`src/hdl/weighted_average_audio_mixer_macros.svh`:
```
// Assertion macros for the audio mixer.
// In synthesis both macros expand to nothing.
`ifndef WEIGHTED_AVERAGE_AUDIO_MIXER_MACROS_SVH
`define WEIGHTED_AVERAGE_AUDIO_MIXER_MACROS_SVH

`ifndef SYNTHESIS

// same-cycle implication
`define WAVM_ASSERT_IMPL(name, clk, rst_n, ante, cons) \
	name: assert property (@(posedge clk) disable iff (!rst_n) (ante) |-> (cons)) \
		else $error("wavm assertion failed");

// next-cycle implication
`define WAVM_ASSERT_NEXT(name, clk, rst_n, ante, cons) \
	name: assert property (@(posedge clk) disable iff (!rst_n) (ante) |=> (cons)) \
		else $error("wavm assertion failed");

`else

`define WAVM_ASSERT_IMPL(name, clk, rst_n, ante, cons)
`define WAVM_ASSERT_NEXT(name, clk, rst_n, ante, cons)

`endif

`endif

```
`src/hdl/wavm_pkg.sv`:
```
package wavm_pkg;

	localparam int NUM_TRACKS = 4;
	localparam int SAMPLE_W   = 16;
	localparam int VOL_W      = 8;
	localparam logic [VOL_W-1:0] VOL_RESET = 8'd16;

	localparam int TRK_W      = (NUM_TRACKS > 1) ? $clog2(NUM_TRACKS) : 0;
	localparam int PROD_W     = SAMPLE_W + VOL_W;      // signed sample * unsigned volume
	localparam int SUM_W      = PROD_W + TRK_W;        // signed sum of products
	localparam int WGT_W      = VOL_W + TRK_W;         // unsigned sum of volumes
	localparam int MAG_W      = SUM_W - 1;             // |sum| fits one bit less
	localparam int WGT_MAX    = NUM_TRACKS * ((1 << VOL_W) - 1);

	localparam int CFG_IDX_W  = TRK_W + 1;

	// restoring divider: DIV_STEPS quotient bits per pipeline stage
	localparam int DIV_STEPS  = 4;
	localparam int DIV_STAGES = (MAG_W + DIV_STEPS - 1) / DIV_STEPS;
	localparam int NUM_W      = DIV_STAGES * DIV_STEPS;

	localparam int TDATA_W    = NUM_TRACKS * SAMPLE_W;

	// largest quotient magnitude a weighted average can reach
	localparam logic [NUM_W-1:0] QUO_MAX = NUM_W'(1 << (SAMPLE_W - 1));

	typedef struct packed {
		logic [NUM_W-1:0] num;   // dividend shifting out, quotient shifting in
		logic [WGT_W-1:0] rem;   // partial remainder
		logic [WGT_W-1:0] den;   // divisor (sum of active volumes)
		logic             neg;   // weighted sum was negative
		logic             zero;  // divisor is zero, result is silence
	} div_item_t;

endpackage

```
`src/hdl/wavm_div.sv`:
```
module wavm_div (
	input  logic                clk,
	input  logic                arst_n,
	input  logic                in_valid,
	output logic                in_ready,
	input  wavm_pkg::div_item_t in_item,
	output logic                out_valid,
	input  logic                out_ready,
	output wavm_pkg::div_item_t out_item
);
	import wavm_pkg::*;

	// DIV_STEPS restoring steps on one item
	function automatic div_item_t div_stage(input div_item_t x);
		div_item_t        y;
		logic [WGT_W:0]   trial;
		y = x;
		for (int i = 0; i < DIV_STEPS; i++) begin
			trial = {y.rem, y.num[NUM_W-1]};
			if (trial >= {1'b0, y.den}) begin
				y.rem = WGT_W'(trial - {1'b0, y.den});
				y.num = {y.num[NUM_W-2:0], 1'b1};
			end else begin
				y.rem = trial[WGT_W-1:0];
				y.num = {y.num[NUM_W-2:0], 1'b0};
			end
		end
		return y;
	endfunction

	logic [DIV_STAGES-1:0] valid_s;
	div_item_t             item_s [DIV_STAGES];
	wire  [DIV_STAGES:0]   rdy;

	assign rdy[DIV_STAGES] = out_ready;
	assign in_ready        = rdy[0];

	genvar g;
	generate
		for (g = 0; g < DIV_STAGES; g++) begin : g_stage
			logic      vin;
			div_item_t iin;

			if (g == 0) begin : g_first
				assign vin = in_valid;
				assign iin = in_item;
			end else begin : g_rest
				assign vin = valid_s[g-1];
				assign iin = item_s[g-1];
			end

			assign rdy[g] = !valid_s[g] || rdy[g+1];

			always_ff @(posedge clk or negedge arst_n) begin
				if (!arst_n) begin
					valid_s[g] <= 1'b0;
				end else if (rdy[g]) begin
					valid_s[g] <= vin;
				end
			end

			always_ff @(posedge clk) begin
				if (rdy[g] && vin) begin
					item_s[g] <= div_stage(iin);
				end
			end
		end
	endgenerate

	assign out_valid = valid_s[DIV_STAGES-1];
	assign out_item  = item_s[DIV_STAGES-1];

endmodule

```
`src/hdl/weighted_average_audio_mixer.sv`:
```
// Weighted-average audio mixer. Each input transaction carries one signed 16-bit
// sample per track (s_tdata, track 0 in the lowest bits) and an active mask
// (s_tuser, bit k for track k). The output transaction carries the sum of
// sample * volume over active tracks, divided by the sum of their volumes and
// truncated toward zero; silence (0) when that weight is zero. Volumes are
// 8-bit unsigned weights written through cfg_we / cfg_index / cfg_data (index k
// is track k, other indexes are ignored; reset value 16); write them only while
// no transaction is in flight. One transaction is taken per clock while m_tready
// does not stall the pipeline. From input to output register there are one
// multiply stage, one sum stage, one magnitude stage, a restoring divider that
// resolves four quotient bits per stage, and the output register. Every stage
// has its own valid bit and ready term, so bubbles close up and a stall on
// m_tready backs up stage by stage without losing or repeating a transaction.

`include "weighted_average_audio_mixer_macros.svh"

module weighted_average_audio_mixer (
	input  logic                              clk,
	input  logic                              arst_n,
	// configuration write port
	input  logic                              cfg_we,
	input  logic [wavm_pkg::CFG_IDX_W-1:0]    cfg_index,
	input  logic [wavm_pkg::VOL_W-1:0]        cfg_data,
	// input stream
	input  logic                              s_tvalid,
	output logic                              s_tready,
	input  logic [wavm_pkg::TDATA_W-1:0]      s_tdata,   // sample_track0 .. sample_track(N-1)
	input  logic [wavm_pkg::NUM_TRACKS-1:0]   s_tuser,   // active_mask
	// output stream
	output logic                              m_tvalid,
	input  logic                              m_tready,
	output logic [wavm_pkg::SAMPLE_W-1:0]     m_tdata    // mixed_sample
);
	import wavm_pkg::*;

	// volume registers
	logic [VOL_W-1:0] vol_q [NUM_TRACKS];

	always_ff @(posedge clk or negedge arst_n) begin
		if (!arst_n) begin
			for (int k = 0; k < NUM_TRACKS; k++) begin
				vol_q[k] <= VOL_RESET;
			end
		end else if (cfg_we) begin
			for (int k = 0; k < NUM_TRACKS; k++) begin
				if (cfg_index == CFG_IDX_W'(k)) begin
					vol_q[k] <= cfg_data;
				end
			end
		end
	end

	// ready chain, back to front
	logic rdy_s1, rdy_s2, rdy_s3, rdy_out;
	logic valid_s1, valid_s2, valid_s3;
	logic div_in_ready, div_out_valid;
	div_item_t div_out_item;

	logic out_valid_q;
	logic [SAMPLE_W-1:0] mixed_q;

	assign rdy_out  = !out_valid_q || m_tready;
	assign rdy_s3   = !valid_s3 || div_in_ready;
	assign rdy_s2   = !valid_s2 || rdy_s3;
	assign rdy_s1   = !valid_s1 || rdy_s2;
	assign s_tready = rdy_s1;

	// stage 1: per-track products, masked by the active bits
	logic signed [PROD_W-1:0] prod_c  [NUM_TRACKS];
	logic        [VOL_W-1:0]  wgt_c   [NUM_TRACKS];
	logic signed [PROD_W-1:0] prod_s1 [NUM_TRACKS];
	logic        [VOL_W-1:0]  wgt_s1  [NUM_TRACKS];

	always_comb begin
		logic signed [SAMPLE_W-1:0] smp;
		logic signed [VOL_W:0]      vext;
		logic signed [PROD_W:0]     full;
		for (int k = 0; k < NUM_TRACKS; k++) begin
			smp  = s_tdata[k*SAMPLE_W +: SAMPLE_W];
			vext = {1'b0, vol_q[k]};
			full = smp * vext;
			if (s_tuser[k]) begin
				prod_c[k] = full[PROD_W-1:0];
				wgt_c[k]  = vol_q[k];
			end else begin
				prod_c[k] = '0;
				wgt_c[k]  = '0;
			end
		end
	end

	always_ff @(posedge clk or negedge arst_n) begin
		if (!arst_n) begin
			valid_s1 <= 1'b0;
		end else if (rdy_s1) begin
			valid_s1 <= s_tvalid;
		end
	end

	always_ff @(posedge clk) begin
		if (rdy_s1 && s_tvalid) begin
			prod_s1 <= prod_c;
			wgt_s1  <= wgt_c;
		end
	end

	// stage 2: weighted sum and total weight
	logic signed [SUM_W-1:0] sum_c, sum_s2;
	logic        [WGT_W-1:0] wsum_c, wsum_s2;

	always_comb begin
		sum_c  = '0;
		wsum_c = '0;
		for (int k = 0; k < NUM_TRACKS; k++) begin
			sum_c  = sum_c + SUM_W'(prod_s1[k]);
			wsum_c = wsum_c + WGT_W'(wgt_s1[k]);
		end
	end

	always_ff @(posedge clk or negedge arst_n) begin
		if (!arst_n) begin
			valid_s2 <= 1'b0;
		end else if (rdy_s2) begin
			valid_s2 <= valid_s1;
		end
	end

	always_ff @(posedge clk) begin
		if (rdy_s2 && valid_s1) begin
			sum_s2  <= sum_c;
			wsum_s2 <= wsum_c;
		end
	end

	// stage 3: sign and magnitude for the unsigned divider
	div_item_t item_c, item_s3;
	logic [SUM_W-1:0] abs_c;

	always_comb begin
		abs_c        = sum_s2[SUM_W-1] ? SUM_W'(-sum_s2) : SUM_W'(sum_s2);
		item_c.num   = NUM_W'(abs_c[MAG_W-1:0]);
		item_c.rem   = '0;
		item_c.den   = wsum_s2;
		item_c.neg   = sum_s2[SUM_W-1];
		item_c.zero  = (wsum_s2 == '0);
	end

	always_ff @(posedge clk or negedge arst_n) begin
		if (!arst_n) begin
			valid_s3 <= 1'b0;
		end else if (rdy_s3) begin
			valid_s3 <= valid_s2;
		end
	end

	always_ff @(posedge clk) begin
		if (rdy_s3 && valid_s2) begin
			item_s3 <= item_c;
		end
	end

	// pipelined restoring divider
	wavm_div u_div (
		.clk       (clk),
		.arst_n    (arst_n),
		.in_valid  (valid_s3),
		.in_ready  (div_in_ready),
		.in_item   (item_s3),
		.out_valid (div_out_valid),
		.out_ready (rdy_out),
		.out_item  (div_out_item)
	);

	// output register: restore sign, force silence on zero weight
	logic [SAMPLE_W-1:0] quo_c, mixed_c;

	always_comb begin
		quo_c = div_out_item.num[SAMPLE_W-1:0];
		if (div_out_item.zero) begin
			mixed_c = '0;
		end else if (div_out_item.neg) begin
			mixed_c = SAMPLE_W'(-quo_c);
		end else begin
			mixed_c = quo_c;
		end
	end

	always_ff @(posedge clk or negedge arst_n) begin
		if (!arst_n) begin
			out_valid_q <= 1'b0;
		end else if (rdy_out) begin
			out_valid_q <= div_out_valid;
		end
	end

	always_ff @(posedge clk) begin
		if (rdy_out && div_out_valid) begin
			mixed_q <= mixed_c;
		end
	end

	assign m_tvalid = out_valid_q;
	assign m_tdata  = mixed_q;

	// input backs up only when every stage is full and the sink is stalling
	`WAVM_ASSERT_IMPL(a_backpressure, clk, arst_n, !s_tready, m_tvalid && !m_tready && valid_s1)
	// total weight never exceeds every track at full volume
	`WAVM_ASSERT_IMPL(a_wsum_range, clk, arst_n, valid_s2, wsum_s2 <= WGT_W'(WGT_MAX))
	// a nonzero-weight quotient always fits the sample range
	`WAVM_ASSERT_IMPL(a_quo_range, clk, arst_n, div_out_valid && !div_out_item.zero,
		div_out_item.num <= QUO_MAX)
	// divider entry holds while it is refused
	`WAVM_ASSERT_NEXT(a_s3_hold, clk, arst_n, valid_s3 && !div_in_ready,
		valid_s3 && $stable(item_s3))

endmodule
```
`config.mk`:
```
export PLATFORM = sky130hd
export DESIGN_NAME = weighted_average_audio_mixer
export DESIGN_NICKNAME = d
export VERILOG_FILES = /design/src/hdl/wavm_pkg.sv /design/src/hdl/wavm_div.sv /design/src/hdl/weighted_average_audio_mixer.sv
export VERILOG_INCLUDE_DIRS = /design/src /design/src/hdl
export SDC_FILE = /design/constraint.sdc
export NUM_CORES = 2
export LEC_CHECK = 0
export BUFFER_PORTS_ARGS = -buffer_cell sky130_fd_sc_hd__buf_4
export CELL_PAD_IN_SITES_DETAIL_PLACEMENT = 0
export CELL_PAD_IN_SITES_GLOBAL_PLACEMENT = 1
export CORE_MARGIN = 2
export CORE_UTILIZATION = 52
export DETAILED_ROUTE_END_ITERATION = 10
export PLACE_DENSITY_LB_ADDON = 0.1
export SYNTH_ARGS = -nofsm -noshare
export SYNTH_HDL_FRONTEND = slang
export SYNTH_SLANG_ARGS = --single-unit
```
`constraint.sdc`:
```
create_clock -name clk -period 11.3 [get_ports clk]
set_input_delay 1.13 -clock clk [delete_from_list [all_inputs] [get_ports clk]]
set_output_delay 1.13 -clock clk [all_outputs]
set_load 0.05 [all_outputs]
```
; ---- After elaboration in Yosys (flattened, before gate mapping)
; Memories as Yosys holds them, arrays and structs flattened.
; Cells that the tools add are included.
[op_classes]
add_sub_neg = 36
multipliers = 4
div = 0
order_cmp = 28
eq_ne = 3
shift = 0
muxes = 72
bitwise = 0
reduce_logical = 39
[op_table]
columns = cell, count
row1 = 38-bit 2-to-1 mux, 28
row2 = 11-bit 2-to-1 mux, 28
row3 = 11-bit by 10-bit greater-or-equal comparator with 1-bit output, 27
row4 = 10-bit subtractor, 27
row5 = 16-bit by 9-bit multiplier with 24-bit output, 4
row6 = 25-bit by 24-bit adder with 26-bit output, 1
row7 = 26-bit by 24-bit adder with 26-bit output, 1
row8 = 24-bit by 24-bit adder with 25-bit output, 1
row9 = 25-bit 2-to-1 mux, 1
row10 = 25-bit negator, 1
row11 = 16-bit 2-to-1 mux, 1
row12 = 16-bit negator, 1
row13 = 1-bit 2-to-1 mux, 14
row14 = 1-bit logical AND, 11
row15 = 1-bit zero test, 11
row16 = 1-bit logical OR, 11
row17 = 10-bit by 8-bit adder with 10-bit output, 1
row18 = 9-bit by 8-bit adder with 10-bit output, 1
row19 = 1-bit by 10-bit greater-or-equal comparator with 1-bit output (first input constant), 1
row20 = 10-bit zero test, 1
row21 = 1-bit by 10-bit subtractor with 10-bit output (first input constant), 1
row22 = 8-bit by 8-bit adder with 9-bit output, 1
row23 = 2-bit AND reduction, 4
row24 = 3-bit by 2-bit equality test with 1-bit output (second input constant), 2
row25 = 2 further kinds, 2
[totals]
register_bits = 260
latch_bits = 0
ram_bits = 350
mem_bits_ro = 0
input_bits = 84
output_inout_bits = 18
word_cells = 213
n_memories = 1
[memory_table]
columns = memory, depth, width, read_ports, rd_clocked_by_memory_dff, wr, line_no
row1 = u_div.item_s, 7, 50, 7, 0, 7, wavm_div.sv:32  ; div_item_t item_s [DIV_STAGES];

; ---- Depth between registers and ports, before layout
[logic_depth]
ltp_word = 20
mapped_depth = 49
ltp_nobuf = 43

; ---- Modules after synthesis
; Synthesis repeated with hierarchy kept, for this count alone.
[unflattened]
cells_unflattened = 5500
hier_area_um2 = 57092.3
[modules_own_cells]
columns = module, instances, cells_each, area_per_inst_um2, seq_area_each_um2
row1 = weighted_average_audio_mixer, 1, 3053, 30427.9, 7422.1
row2 = wavm_div, 1, 2447, 26664.3, 10685.2

; ---- Least setup slack after synthesis
; No wires, ideal clock.
[synth_timing]
path_type = register -> register
startpoint = memory u_div.item_s[0][3] (netlist name)
endpoint = memory u_div.item_s[1][13] (netlist name), data pin
setup_time_ns = 0.280
t_arrival_ns = 9.035
t_required_ns = 11.020
path_slack_ns = 1.985
path_stages_with_launch = 41
n_path_buf = 3
path_cell_list = edfxtp_1 -> inv_1 -> ha_1 -> nor2b_1 -> o31a_1 -> o32ai_1 -> o21ai_0 -> clkbuf_1 -> o21ai_0 -> inv_1 -> ha_1 -> nor2b_1 -> o31a_1 -> o211a_1 -> o31ai_1 -> and2_1 -> nand2_1 -> clkbuf_1 -> (+5 left out) -> o31a_1 -> o211ai_1 -> nand2_1 -> o22ai_1 -> o21ai_1 -> clkbuf_1 -> mux2i_1 -> ha_1 -> nor2b_1 -> o31ai_1 -> a21oi_1 -> nor2_1 -> a21oi_1 -> o22a_1 -> or4_1 -> a21oi_1 -> or3b_1 -> o311ai_0
[synth_lines]
columns = item, line_no
row1 = start: declaration, wavm_div.sv:32

==> run_results.csv <==
group,metric,value,unit
global_route,grt_first_pass_wirelength,198,mm
synthesis,yosysWarningCount,0,
synthesis,yosysMostFrequentCell,"inv_1",
job,maxCapViolCount,0,
worst_setup_path,end_kind,"flip-flop",
global_route,grt_use_total,24.3,%
sta,timing.final.crit_share,89.2,%
global_route,antenna_found_initial,10,
synthesis,syn_inst,5096,
synthesis,ys_ff_latch,518,
placement,io_buffers,101,
sta,worst_pin_slew,1.12,ns
routing,wl,121,mm
worst_setup_path,crit_type,"reg2reg",
clock_network,max-clock-path-buffers,3,
sta,hold_viol_final,0,
routing,first_pass_iters,5,
clock_network,cts_buffers,58,
placement,hpwl,98.0,mm
floorplanning,io_pins,102,
synthesis,yosys_most_used_dff,"edfxtp_1",
synthesis,async_reset_ff_share,8.30,%
clock_network,cts_max_level,2,
global_route,grt_max_degree,69,
worst_setup_path,critical_path.max_fanout,14,
sta,rsz0062_at_grt,"false",
placement,place_congestion,0.885,
synthesis,syn_area,52000,µm²
floorplanning,dieArea,103000,µm²
run_status,status,"finished, final reports clean",
synthesis,synth-edff-count,475,
floorplanning,die_y,320,µm
sta,layout_min_cycle_time,10.08,ns
worst_setup_path,slowest_delay,0.61,ns
synthesis,synth_area_leaders,"edfxtp_1 27%, fa_1 19%, ha_1 12%, inv_1 5.2%, and2_1 5.2%",
clock_network,clk_pin_slew_worst_paths,0.06,ns
sta,slew_headroom,25.2,%
global_route,overflow,0,
routing,viasPerCell,5.50,
worst_setup_path,critPathLaunchType,"flip-flop",
routing,wire_per_inst,18.6,µm
synthesis,ys_top_cells_by_count,"719 x inv_1, 493 x ha_1, 489 x fa_1",
synthesis,ys_types,95,
routing,drtIter0Drc,2173,
min_path,min_path_type,"reg2reg",
global_route,grt_pass1_vias,36900,
synthesis,yosys.area.top_type,"edfxtp_1",
worst_setup_path,slowest_stage,"or4_1",
worst_setup_path,crit_arrival,10.42,ns
sta,setup-violations-final,0,
clock_network,hold_buffers,0,
routing,drcViolationCount,0,
floorplanning,rows,115,
floorplanning,die_w,320,µm
clock_network,cts.sinks,518,
clock_network,insertion_delay,0.66,ns
worst_setup_path,critPathBufInv,5,
worst_setup_path,crit_required,11.65,ns
sta,fin_tns_setup,0,ns
synthesis,ys_seq_area_share,29.5,%
clock_network,post_cts_buffers,0,
sta,fin_skew,0.0433,ns
sta,finalMaxSlewViolations,0,
floorplanning,initial_core_util,52.7,%
synthesis,synth_area_per_cell,10.2,µm²
clock_network,cts_root_buffer,"clkbuf_16",
clock_network,cts_tree,"built",
worst_setup_path,crit_family,"compound AO/OA/AOI/OAI gates",
floorplanning,core,98700,µm²
cells_and_area,drive_gt1_share,7.43,%
routing,route.antenna.remaining_nets,0,
cells_and_area,nets,6258,
synthesis,synth_top_area_share,27.4,%
cells_and_area,area_growth,8.24,%
cells_and_area,fill_cells,8743,
sta,max_freq,99.2,MHz
routing,dr_total_vias,35900,
## layout by cell type (no fill, tap or decap), drive strengths merged, types with 19 or more instances in the layout
cell type,synthesis,routed
edfxtp,475,475
clkinv,2,26
o21ai,214,214
and2,429,429
a31oi,19,19
nand3,43,43
o21a,54,54
nor2,243,243
o21bai,25,25
dfrtp,39,39
a21o,117,117
xnor2,208,208
ha,493,493
nor2b,84,84
nand4,52,52
clkbuf,74,65
mux2i,34,34
fa,489,489
buf,18,125
xor2,97,97
nand2,347,347
a211oi,21,21
a21oi,232,232
o31ai,33,33
mux2,121,121
inv,721,726
nor3,58,58
or3,32,32
nand2b,59,59
## cells by family (layout without fill, tap and decap cells)
kind of cell	count (synthesis)	in the layout	synth area share [%]
buf+inv	815	955	5.95
xor+xnor	305	305	5.14
mux	155	155	3.31
fa+ha+maj	982	982	30.7
flops	518	518	29.5
compound gates	871	871	10.8
simple gates	1449	1449	14.6
other cells	1	7	0.00721
## metal layers
| layer | vias to the layer above | share of wire [%] | global-route usage (%) |
|---|---|---|---|
| li1 | 17500 | - | - |
| met1 | 17600 | 42 | 30.7 |
| met2 | 612 | 51 | 43.6 |
| met3 | 171 | 3.6 | 2.56 |
| met4 | 4 | 3.4 | 8.05 |
| met5 | - | 0.025 | 0 |
## worst paths after layout
| path | startpoint | endpoint | slack, ns | depth (start not counted) |
|---|---|---|---|---|
| max | u_div.item_s[0][3] | u_div.item_s[1][15] | 1.22 | 38 |
| min in group asynchronous | arst_n | vol_q[6] | 0.53 | 1 |
| max in group asynchronous | arst_n | vol_q[13] | 10.33 | 1 |
| min reg2reg | u_div.item_s[0][1] | u_div.item_s[1][1] | 0.39 | 0 |
| min | u_div.item_s[0][1] | u_div.item_s[1][1] | 0.39 | 0 |
| max reg2reg | u_div.item_s[0][3] | u_div.item_s[1][15] | 1.22 | 38 |
## through the flow
step	hold slack (ns)	area, µm²	util, %	std cells	setup WS, ns
2_1_floorplan	0.400	52000	-	5099	1.99
3_3_place_gp	0.400	54200	55.0	6419	1.46
3_5_place_dp	0.405	54200	55.0	6419	1.24
6_report	0.393	56300	57.0	6529	1.22
5_1_grt	0.393	56300	57.0	6528	0.191
4_1_cts	0.393	56300	57.0	6526	1.17
## flip-flops by register name (all words and copies together), names as in the netlist
name,flops
wsum_s2,10
vol_q,32
valid_s3,1
m_tdata,16
valid_s1,1
sum_s2,26
prod_s1,96
u_div.out_valid,1
u_div.g_stage.vin,6
m_tvalid,1
wgt_s1,32
item_s3,37
valid_s2,1
u_div.item_s,258
## timing repair
item	4_1_cts	5_1_grt
resized for setup	0	1
hold endpoints to repair	0	0
setup endpoints to repair	0	2
## final cells by class
class	count	area (µm²)	share of cell area (%)
diodes	3	7.51	0.0133
clock buffers	65	1510	2.68
clock inverters	42	522	0.927
inverters	723	2710	4.82
multi-input cells	3766	33600	59.8
flip-flops and latches	518	15300	27.3
well taps	1287	1610	2.86
repair buffers	125	938	1.67
Power is left out: the tool's default activity adds up to more than one toggle a clock period on the data nets, which glitch-free logic cannot reach.
